File: config.mk
export PLATFORM = sky130hd
export DESIGN_NAME = sum_of_two_squares_from_root_flat
export DESIGN_NICKNAME = d
export VERILOG_FILES = /design/src/rtl/sots_pkg.sv /design/src/rtl/sots_in_if.sv /design/src/rtl/sots_out_if.sv /design/src/rtl/sots_divider.sv /design/src/rtl/sots_square.sv /design/src/rtl/sum_of_two_squares_from_root.sv /design/src/flat_wrapper.sv
export SDC_FILE = /design/constraint.sdc
export NUM_CORES = 2
export LEC_CHECK = 0
export CAP_MARGIN = 20
export CELL_PAD_IN_SITES_DETAIL_PLACEMENT = 1
export CELL_PAD_IN_SITES_GLOBAL_PLACEMENT = 2
export CORE_ASPECT_RATIO = 1.1
export CORE_MARGIN = 2
export CORE_UTILIZATION = 34
export CTS_CLUSTER_SIZE = 12
export DETAILED_ROUTE_END_ITERATION = 7
export DONT_BUFFER_PORTS = 1
export GPL_TIMING_DRIVEN = 0
export PLACE_DENSITY_LB_ADDON = 0.1
export SYNTH_ARGS = -nofsm -noshare
export SYNTH_HDL_FRONTEND = slang
export SYNTH_SLANG_ARGS = --single-unit
File: constraint.sdc
create_clock -name clk_i -period 29.8 [get_ports clk_i]
set_input_delay 5.96 -clock clk_i [delete_from_list [all_inputs] [get_ports clk_i]]
set_output_delay 5.96 -clock clk_i [all_outputs]
set_load 0.02 [all_outputs]
File: src/rtl/sots_pkg.sv
// Shared types and constants for the sum-of-two-squares block.
package sots_pkg;

  localparam int FIELD_W = 64;  // width of an input field
  localparam int ROOT_W  = 32;  // width of an output root

  typedef enum logic [2:0] {
    ST_IDLE,
    ST_CHECK,
    ST_CHECK_W,
    ST_DIV,
    ST_FIN_A,
    ST_FIN_B,
    ST_OUT
  } sots_state_e;

endpackage

File: src/rtl/sots_in_if.sv
// Input channel: value p and root t, valid/ready handshake.
interface sots_in_if import sots_pkg::*; ();
  logic               valid;
  logic               ready;
  logic [FIELD_W-1:0] prime_value;
  logic [FIELD_W-1:0] root_of_minus_one;

  modport source (output valid, prime_value, root_of_minus_one, input ready);
  modport sink   (input valid, prime_value, root_of_minus_one, output ready);
endinterface

File: src/rtl/sots_out_if.sv
// Output channel: the two roots and the not-found flag, valid/ready handshake.
interface sots_out_if import sots_pkg::*; ();
  logic              valid;
  logic              ready;
  logic [ROOT_W-1:0] first_root;
  logic [ROOT_W-1:0] second_root;
  logic              not_found;

  modport source (output valid, first_root, second_root, not_found, input ready);
  modport sink   (input valid, first_root, second_root, not_found, output ready);
endinterface

File: src/rtl/sots_divider.sv
// Restoring remainder unit, one quotient bit per cycle.
module sots_divider import sots_pkg::*; #(
  parameter int WIDTH = 64
) (
  input  logic             clk_i,
  input  logic             rst_ni,
  input  logic             start_i,
  input  logic [WIDTH-1:0] dividend_i,
  input  logic [WIDTH-1:0] divisor_i,
  output logic             done_o,
  output logic [WIDTH-1:0] rem_o
);

  localparam int CW = $clog2(WIDTH);

  logic [WIDTH-1:0] rem_q, rem_d;
  logic [WIDTH-1:0] dvd_q;
  logic [WIDTH-1:0] dsr_q;
  logic [CW-1:0]    cnt_q;
  logic             busy_q;
  logic             done_q;
  logic [WIDTH:0]   shifted;
  logic [WIDTH:0]   trial;

  always_comb begin
    shifted = {rem_q, dvd_q[WIDTH-1]};
    trial   = shifted - {1'b0, dsr_q};
    // remainder stays below the divisor, so the top bit drops out either way
    if (shifted >= {1'b0, dsr_q}) begin
      rem_d = trial[WIDTH-1:0];
    end else begin
      rem_d = shifted[WIDTH-1:0];
    end
  end

  always_ff @(posedge clk_i or negedge rst_ni) begin
    if (!rst_ni) begin
      busy_q <= 1'b0;
      done_q <= 1'b0;
      cnt_q  <= '0;
    end else if (start_i) begin
      busy_q <= 1'b1;
      done_q <= 1'b0;
      cnt_q  <= '0;
    end else if (busy_q) begin
      cnt_q <= cnt_q + 1'b1;
      if (cnt_q == CW'(WIDTH - 1)) begin
        busy_q <= 1'b0;
        done_q <= 1'b1;
      end
    end else begin
      done_q <= 1'b0;
    end
  end

  always_ff @(posedge clk_i) begin
    if (start_i) begin
      rem_q <= '0;
      dvd_q <= dividend_i;
      dsr_q <= divisor_i;
    end else if (busy_q) begin
      rem_q <= rem_d;
      dvd_q <= {dvd_q[WIDTH-2:0], 1'b0};
    end
  end

  assign done_o = done_q;
  assign rem_o  = rem_q;

endmodule

File: src/rtl/sots_square.sv
// Registered squarer for half-width operands.
module sots_square import sots_pkg::*; #(
  parameter int HW = 32
) (
  input  logic            clk_i,
  input  logic            en_i,
  input  logic [HW-1:0]   x_i,
  output logic [2*HW-1:0] sq_o
);

  logic [2*HW-1:0] sq_q;

  always_ff @(posedge clk_i) begin
    if (en_i) begin
      sq_q <= (2*HW)'(x_i) * (2*HW)'(x_i);
    end
  end

  assign sq_o = sq_q;

endmodule

File: src/rtl/sum_of_two_squares_from_root.sv
// Top level: splits p into a sum of two squares from a root of -1 modulo p.
//
//  channel  dir  payload                                   accepted when
//  in_i     in   prime_value, root_of_minus_one (64 b)     valid && ready
//  out_o    out  first_root, second_root (32 b), not_found valid && ready
//
// One item at a time. Each Euclid step runs the bit-serial remainder unit and
// then the loop test on the squarer (the squaring is skipped while a still has
// bits above half width). After the last step come the final loop test, both
// squares and the output load. A bad root goes straight to the output load once
// the item is taken. With WIDTH = 64 the loop runs at most about 48 steps.
// Reset is asynchronous, active low, and clears the sequencer and out valid.
// A waiting result does not stop the next item being taken.
module sum_of_two_squares_from_root import sots_pkg::*; #(
  parameter int WIDTH = 64
) (
  input  logic      clk_i,
  input  logic      rst_ni,
  sots_in_if.sink   in_i,
  sots_out_if.source out_o
);

  localparam int HALF = (WIDTH + 1) / 2;
  localparam int SQW  = 2 * HALF;
  localparam int SUMW = SQW + 1;

  sots_state_e state_q, state_d;

  logic [WIDTH-1:0]  p_q, p_d;
  logic [WIDTH-1:0]  a_q, a_d;
  logic [WIDTH-1:0]  b_q, b_d;
  logic [SQW-1:0]    sa_q, sa_d;
  logic              fail_q, fail_d;
  logic              out_valid_q, out_valid_d;
  logic [ROOT_W-1:0] fr_q, fr_d;
  logic [ROOT_W-1:0] sr_q, sr_d;
  logic              nf_q, nf_d;

  logic [WIDTH-1:0]  in_p;
  logic [WIDTH-1:0]  in_t;
  logic              in_ready;
  logic              do_step;
  logic              sq_en;
  logic [HALF-1:0]   sq_x;
  logic [SQW-1:0]    sq;
  logic              div_start;
  logic              div_done;
  logic [WIDTH-1:0]  div_rem;

  assign in_p = in_i.prime_value[WIDTH-1:0];
  assign in_t = in_i.root_of_minus_one[WIDTH-1:0];

  sots_square #(
    .HW (HALF)
  ) u_square (
    .clk_i (clk_i),
    .en_i  (sq_en),
    .x_i   (sq_x),
    .sq_o  (sq)
  );

  sots_divider #(
    .WIDTH (WIDTH)
  ) u_divider (
    .clk_i      (clk_i),
    .rst_ni     (rst_ni),
    .start_i    (div_start),
    .dividend_i (a_q),
    .divisor_i  (b_q),
    .done_o     (div_done),
    .rem_o      (div_rem)
  );

  always_comb begin
    state_d     = state_q;
    p_d         = p_q;
    a_d         = a_q;
    b_d         = b_q;
    sa_d        = sa_q;
    fail_d      = fail_q;
    out_valid_d = out_valid_q && !out_o.ready;
    fr_d        = fr_q;
    sr_d        = sr_q;
    nf_d        = nf_q;
    in_ready    = 1'b0;
    do_step     = 1'b0;
    sq_en       = 1'b0;
    sq_x        = a_q[HALF-1:0];
    div_start   = 1'b0;

    unique case (state_q)
      ST_IDLE: begin
        in_ready = 1'b1;
        if (in_i.valid) begin
          p_d = in_p;
          a_d = in_p;
          // divisor is the smaller of t and p - t
          b_d = (in_t > {1'b0, in_p[WIDTH-1:1]}) ? (in_p - in_t) : in_t;
          fail_d = (in_t == '0) || (in_t >= in_p);
          state_d = fail_d ? ST_OUT : ST_CHECK;
        end
      end
      ST_CHECK: begin
        // upper half set means a*a already exceeds any p
        if (a_q[WIDTH-1:HALF] != '0) begin
          do_step = 1'b1;
        end else begin
          sq_en   = 1'b1;
          state_d = ST_CHECK_W;
        end
      end
      ST_CHECK_W: begin
        if (sq >= SQW'(p_q)) begin
          do_step = 1'b1;
        end else begin
          sq_en   = 1'b1;
          state_d = ST_FIN_A;
        end
      end
      ST_DIV: begin
        if (div_done) begin
          a_d     = b_q;
          b_d     = div_rem;
          state_d = ST_CHECK;
        end
      end
      ST_FIN_A: begin
        sa_d    = sq;
        sq_en   = 1'b1;
        sq_x    = b_q[HALF-1:0];
        state_d = ST_FIN_B;
      end
      ST_FIN_B: begin
        fail_d  = (SUMW'(sa_q) + SUMW'(sq)) != SUMW'(p_q);
        state_d = ST_OUT;
      end
      ST_OUT: begin
        if (!out_valid_q || out_o.ready) begin
          out_valid_d = 1'b1;
          fr_d        = fail_q ? '0 : ROOT_W'(a_q[HALF-1:0]);
          sr_d        = fail_q ? '0 : ROOT_W'(b_q[HALF-1:0]);
          nf_d        = fail_q;
          state_d     = ST_IDLE;
        end
      end
      default: begin
        state_d = ST_IDLE;
      end
    endcase

    if (do_step) begin
      if (b_q == '0) begin
        fail_d  = 1'b1;
        state_d = ST_OUT;
      end else begin
        div_start = 1'b1;
        state_d   = ST_DIV;
      end
    end
  end

  always_ff @(posedge clk_i or negedge rst_ni) begin
    if (!rst_ni) begin
      state_q     <= ST_IDLE;
      out_valid_q <= 1'b0;
    end else begin
      state_q     <= state_d;
      out_valid_q <= out_valid_d;
    end
  end

  always_ff @(posedge clk_i) begin
    p_q    <= p_d;
    a_q    <= a_d;
    b_q    <= b_d;
    sa_q   <= sa_d;
    fail_q <= fail_d;
    fr_q   <= fr_d;
    sr_q   <= sr_d;
    nf_q   <= nf_d;
  end

  assign in_i.ready        = in_ready;
  assign out_o.valid       = out_valid_q;
  assign out_o.first_root  = fr_q;
  assign out_o.second_root = sr_q;
  assign out_o.not_found   = nf_q;

endmodule
File: src/flat_wrapper.sv
// flat-port wrapper written by rule: the top's interface ports become plain ports
module sum_of_two_squares_from_root_flat import sots_pkg::*;
#(
  parameter int WIDTH = 64
)
  (clk_i, rst_ni, in_i_valid, in_i_prime_value, in_i_root_of_minus_one, in_i_ready, out_o_valid, out_o_first_root, out_o_second_root, out_o_not_found, out_o_ready);
  sots_in_if in_i_i ();
  sots_out_if out_o_i ();
  input  logic clk_i;
  input  logic rst_ni;
  input wire logic [$bits(in_i_i.valid)-1:0] in_i_valid;
  input wire logic [$bits(in_i_i.prime_value)-1:0] in_i_prime_value;
  input wire logic [$bits(in_i_i.root_of_minus_one)-1:0] in_i_root_of_minus_one;
  output wire logic [$bits(in_i_i.ready)-1:0] in_i_ready;
  output wire logic [$bits(out_o_i.valid)-1:0] out_o_valid;
  output wire logic [$bits(out_o_i.first_root)-1:0] out_o_first_root;
  output wire logic [$bits(out_o_i.second_root)-1:0] out_o_second_root;
  output wire logic [$bits(out_o_i.not_found)-1:0] out_o_not_found;
  input wire logic [$bits(out_o_i.ready)-1:0] out_o_ready;
  assign in_i_i.valid = in_i_valid;
  assign in_i_i.prime_value = in_i_prime_value;
  assign in_i_i.root_of_minus_one = in_i_root_of_minus_one;
  assign in_i_ready = in_i_i.ready;
  assign out_o_valid = out_o_i.valid;
  assign out_o_first_root = out_o_i.first_root;
  assign out_o_second_root = out_o_i.second_root;
  assign out_o_not_found = out_o_i.not_found;
  assign out_o_i.ready = out_o_ready;
  sum_of_two_squares_from_root #(.WIDTH(WIDTH)) u_core (.clk_i(clk_i), .rst_ni(rst_ni), .in_i(in_i_i), .out_o(out_o_i));
endmodule
=== After elaboration in Yosys (flattened, before gate mapping) ===
Cells that the tools add are included.

* Bits in registers: 590
* Input port bits: 132
* Output and inout bits: 67

* Muxes and demuxes: 43
* Equality and inequality tests: 16
* $lt $le $gt $ge: 4
* Multiply operators: 1
* Reduce and logical (&&, ||, !) cells: 15
* $add $sub $neg: 4

{| class="wikitable"
|+ Operators with widths
! kind !! number
|-
| $mux 64 || 8
|-
| $pmux 64 s2 || 2
|-
| $ge 64x64->1 || 2
|-
| $logic_not 64->1 || 2
|-
| $sub 64x64->64 || 2
|-
| $add 64x64->65 || 1
|-
| $ge 65x64->1 || 1
|-
| $ne 65x64->1 || 1
|-
| $gt 64x63->1 || 1
|-
| $mul 32x32->64 || 1
|-
| $mux 32 || 1
|-
| $reduce_bool 32->1 || 1
|-
| $mux 3 || 8
|-
| $pmux 3 s7 || 1
|-
| $mux 1 || 18
|-
| $mux 6 || 2
|-
| $ne 3x2->1 const B || 4
|-
| $eq 3x3->1 const B || 3
|-
| $add 6x1->6 const B || 1
|-
| $eq 3x2->1 const B || 2
|-
| $eq 6x6->1 const B || 1
|-
| $ne 3x1->1 const B || 2
|-
| $reduce_and 5->1 || 1
|-
| $ne 2x2->1 const B || 2
|-
| 10 further kinds || 15
|}

=== Logic depth before layout (Yosys ltp) ===
* Depth after elaboration: 6
* Gate-level depth with buffers: 39

=== By module ===
From an unflattened synthesis, not the netlist that was laid out.

* Cells, all modules: 7396
* Area total of the unflattened synthesis: 69817.0 µm²

{| class="wikitable"
|+ By module, submodules not included
! module !! seq. area each (µm²) !! times used !! area an instance (µm²) !! cells each
|-
| sots_square || 1891.8 || 1 || 31700.4 || 3308
|-
| sum_of_two_squares_from_root || 9759.4 || 1 || 26125.1 || 2898
|-
| sots_divider || 5325.1 || 1 || 11991.5 || 1190
|}

=== Worst setup path before layout ===
No wires, ideal clock.

* Path kind: register -> register
* From: reg u_core.state_q[1]
* To: reg u_core.u_square.sq_q[62], in the netlist u_core.u_square.sq_o[62], data pin
* Setup time: 0.258 ns
* Stages on the path, launching flop included: 34
* Required time: 29.542 ns
* Slack: 18.496 ns
* Buffers on the path: 7
* Data arrival time: 11.046 ns
* Cell sequence: dfrtp_1 clkbuf_1 nor2_1 and2_1 clkbuf_1 buf_1 clkbuf_1 mux2i_1 clkbuf_1 clkbuf_1 nor2_1 fa_1 fa_1 inv_1 fa_1 fa_1 inv_1 fa_1 fa_1 fa_1 fa_1 ha_1 clkbuf_1 a21oi_1 nor2b_1 a2111oi_0 o2bb2ai_1 nand3_1 a311oi_1 o21ai_0 a21oi_1 nor2_1 o221a_2 xor2_1

* Word-level cells in the longest chain between the ends: 3

{| class="wikitable"
|+ RTL lines
! item !! RTL line !! RTL
|-
| start, declared || sum_of_two_squares_from_root.sv:27 || <nowiki>sots_state_e state_q, state_d;</nowiki>
|-
| start signal, assigned || sum_of_two_squares_from_root.sv:167 || <nowiki>state_q <= state_d;</nowiki>
|-
| $eq 3x3->1 || sum_of_two_squares_from_root.sv:91 || <nowiki>unique case (state_q)</nowiki>
|-
| $mux 32 || sum_of_two_squares_from_root.sv:91 ||
|-
| $mul 32x32->64 || sots_square.sv:15 || <nowiki>sq_q <= (2*HW)'(x_i) * (2*HW)'(x_i);</nowiki>
|-
| end signal, assigned || sots_square.sv:15 ||
|-
| end, declared || sots_square.sv:11 || <nowiki>logic [2*HW-1:0] sq_q;</nowiki>
|}

Every way passes these cells.
A chain may end at the register's enable or synchronous reset.

=== Worst setup path after layout ===
* From: reg u_core.state_q[1]
* To: reg u_core.u_square.sq_q[50], in the netlist u_core.u_square.sq_o[50], data pin

The elaborated chain is that of the path after synthesis.

==> impl_metrics.env <==
export IMPL_nFillCells=23000
export IMPL_syn_area_um2=68400
export IMPL_worst_path_most_repeated_cell="fa_1"
export IMPL_die_w_um=432
export IMPL_vias_per_cell=5.42
export IMPL_ys_ff_latch=588
export IMPL_cts_clk_slew_worst_paths_ps=70
export IMPL_place_gp_congestion=0.927
export IMPL_yosysUniqueCellTypes=89
export IMPL_path_max_fanout=29
export IMPL_rows=172
export IMPL_r2r_setup_slack_ps=15610
export IMPL_hp_start="u_core.u_square.sq_o[4]$_DFFE_PP_"
export IMPL_synth_mux_area_share_pct=3.09
export IMPL_fin_crit_sh_pct=47.6
export IMPL_core_area_um2=200000
export IMPL_slew_headroom_pct=13.1
export IMPL_wl_um=309000
export IMPL_cts_buffers=67
export IMPL_hold_violations=0
export IMPL_finalSetupTns_ps=0
export IMPL_dr_pass1_iters=5
export IMPL_grt_pass1_vias=59500
export IMPL_dp_hpwl_um=264000
export IMPL_drt_iter0_drc=3658
export IMPL_port_buffers=0
export IMPL_ys_warn_count=0
export IMPL_cts_max_level=3
export IMPL_critPathCaptureType="flop"
export IMPL_netlist_area_leader_share_pct=23.2
export IMPL_tightest_slew_ps=1300
export IMPL_grt_start_max_net_pins=67
export IMPL_synth_commonest_cells="inv_1 (1321), fa_1 (794), nand2_1 (617)"
export IMPL_num_vias=55000
export IMPL_start_kind="flop"
export IMPL_yosysMostFrequentCell="inv_1"
export IMPL_whs_path_depth=0
export IMPL_critPathArrivalTime_ps=14530
export IMPL_fin_crit_ps=14190
export IMPL_insertion_delay_ps=680
export IMPL_synth_top_family_by_area="adder cells"
export IMPL_clockBufferDepth=3
export IMPL_holdPathEnd="u_core.sa_q[4]$_DFFE_PP_"
export IMPL_die_area_um2=205000
export IMPL_avgSynthCellArea_um2=9.33
export IMPL_fin_nets=8977
export IMPL_fmax_mhz=70.5
export IMPL_areaGrowthSynthToFinish_pct=9.36
export IMPL_root_buffer="clkbuf_16"
export IMPL_rsz0062_at_grt="no"
export IMPL_seq_area_um2=16900
export IMPL_tritoncts="built"
export IMPL_grt_total_usage_pct=30.1
export IMPL_synth_xor_area_share_pct=3.65
export IMPL_maxCapViolCount=0
export IMPL_synthCells=7326
export IMPL_cts_setup_buffers=0
export IMPL_synth_seq_area_share_pct=24.8
export IMPL_multi_input_area_um2=45400
export IMPL_hold_class="reg2reg"
export IMPL_r2r_cells=34
export IMPL_antenna_left=0
export IMPL_synthAdderAreaFrac_pct=34.4
export IMPL_wl_per_cell_um=30.5
export IMPL_criticalPathCategory="reg2reg"
export IMPL_clock_skew_ps=40.4
export IMPL_cts_resized=0
export IMPL_critical_path_slowest_cell="clkbuf_1"
export IMPL_hold_buffers=0
export IMPL_synth_edff_count=511
export IMPL_ios=199
export IMPL_synth_area_leaders="fa_1 (23%), edfxtp_1 (22%), ha_1 (11%)"
export IMPL_synth_net_count=8859
export IMPL_finalSetupViolCount=0
export IMPL_yosysTopAreaCell="fa_1"
export IMPL_grt_overflow=0
export IMPL_synth_compound_area_share_pct=12.7
export IMPL_grt_pass1_wl_um=439000
export IMPL_antenna_found_initial=32
export IMPL_die_height_um=474
export IMPL_required_ps=30140
export IMPL_run_status="finished, final reports clean"
export IMPL_synthSimpleGateAreaFrac_pct=12.4
export IMPL_critical_path_max_stage_delay_ps=870
export IMPL_layout_drive_gt1_share_pct=3.81
export IMPL_synthArstFlopShare_pct=2.04
export IMPL_clkSinkCount=588
export IMPL_start_util_pct=34.2
export IMPL_rr_endpoint="u_core.u_square.sq_o[50]$_DFFE_PP_"
export IMPL_drv_slew=0
export IMPL_synthFlopType="edfxtp_1"
export IMPL_r2r_start="u_core.state_q[1]$_DFFE_PN0P_"
export IMPL_drc=0
==> final cells by class <==
cell class	count	share of cell area, %
sequential	588	22.7
antenna	39	0.131
timing repair buffer	49	1.07
buffer	304	1.56
inverter	1325	6.65
clock inverter	29	0.452
multi-input combinational	5109	60.7
clock buffer	93	2.45
tap	2610	4.37
==> metal layers <==
metal	global-route usage [%]	wire [um]
met5	0	90
met4	11.4	12100
met3	3.57	14200
met2	54.2	158000
met1	36.5	125000
==> kinds of logic after synthesis <==
logic type,after synthesis
and+or+nand+nor,1863
buffers and inverters,1629
adders and majority gates,1401
AOI/OAI and AO/OA,1360
DFF,588
xor gates and xnor gates,285
muxes,200
==> critical path: cells and delay by family (launching register included) <==
family                   cells  cell delay (ps)
flip-flops                   1              360
AND/OR/NAND/NOR              6             1130
multiplexers                 1              660
adder cells (fa/ha/maj)      9             4670
AO/OA/AOI/OAI                6             2160
XOR/XNOR                     1              740
buffers and inverters       11             4080
==> per-stage QoR <==
step	hold slack, ps	worst slack [ps]	instance area, um2	cells	utilization [%]
floorplan	426	18500	68400	7326	-
global placement	477	11400	71600	9936	35.9
detailed placement	494	15480	72500	9984	36.3
CTS	498	15440	74700	10100	37.4
global route	512	15110	74800	10100	37.4
finish	497	15610	74800	10100	37.4
==> worst max-delay path by stage <==
| stage | startpoint | end | slack [ps] | cells after the start |
|---|---|---|---|---|
| final | u_core.state_q[1]$_DFFE_PN0P_ | u_core.u_square.sq_o[50]$_DFFE_PP_ | 15610 | 34 |
| after global routing | u_core.state_q[1]$_DFFE_PN0P_ | u_core.u_square.sq_o[50]$_DFFE_PP_ | 15110 | 34 |
| after CTS | u_core.state_q[1]$_DFFE_PN0P_ | u_core.u_square.sq_o[50]$_DFFE_PP_ | 15440 | 34 |
| after detailed placement | u_core.state_q[1]$_DFFE_PN0P_ | u_core.u_square.sq_o[50]$_DFFE_PP_ | 15480 | 34 |
| after global placement | u_core.state_q[1]$_DFFE_PN0P_ | u_core.u_square.sq_o[50]$_DFFE_PP_ | 11400 | 34 |
| after floorplan | u_core.state_q[1]$_DFFE_PN0P_ | u_core.u_square.sq_o[62]$_DFFE_PP_ | 18500 | 33 |
==> placed cells by master, fill, tap and decap left out, types with 15 or more instances in the layout <==
cell type / instances
nand3_1: 88
nor3_1: 87
nand4_1: 140
diode_2: 39
mux2i_1: 109
buf_8: 27
dfxtp_1: 65
buf_1: 31
a21oi_1: 371
fa_1: 794
or3_1: 15
clkbuf_1: 284
a211oi_1: 84
inv_1: 1320
o21bai_1: 52
o21a_1: 52
nand2_1: 616
clkbuf_16: 68
and4_1: 17
o21ai_0: 291
a31oi_1: 39
mux2_2: 88
o21ai_1: 24
o211ai_1: 39
xnor2_1: 162
xor2_1: 121
edfxtp_1: 511
nor4_1: 66
and3_1: 41
o31ai_1: 21
a21o_1: 206
o2111ai_1: 15
nor2b_1: 101
nor2_1: 598
ha_1: 607
nand2b_1: 30
==> flip-flops by register name, summed over array words and instances (netlist names) <==
register / flops
u_core.a_q: 64
u_core.b_q: 64
u_core.p_q: 64
u_core.u_divider.dsr_q: 64
u_core.u_divider.dvd_q: 64
u_core.u_divider.rem_o: 64
u_core.sa_q: 63
u_core.u_square.sq_o: 63
u_core.out_o.first_root: 32
u_core.out_o.second_root: 32
u_core.u_divider.cnt_q: 6
u_core.state_q: 3
u_core.fail_q: 1
u_core.out_o.not_found: 1
u_core.out_o.valid: 1
u_core.u_divider.busy_q: 1
u_core.u_divider.done_o: 1
Power is left out: the tool's default activity adds up to more than one toggle a clock period on the data nets, which glitch-free logic cannot reach.
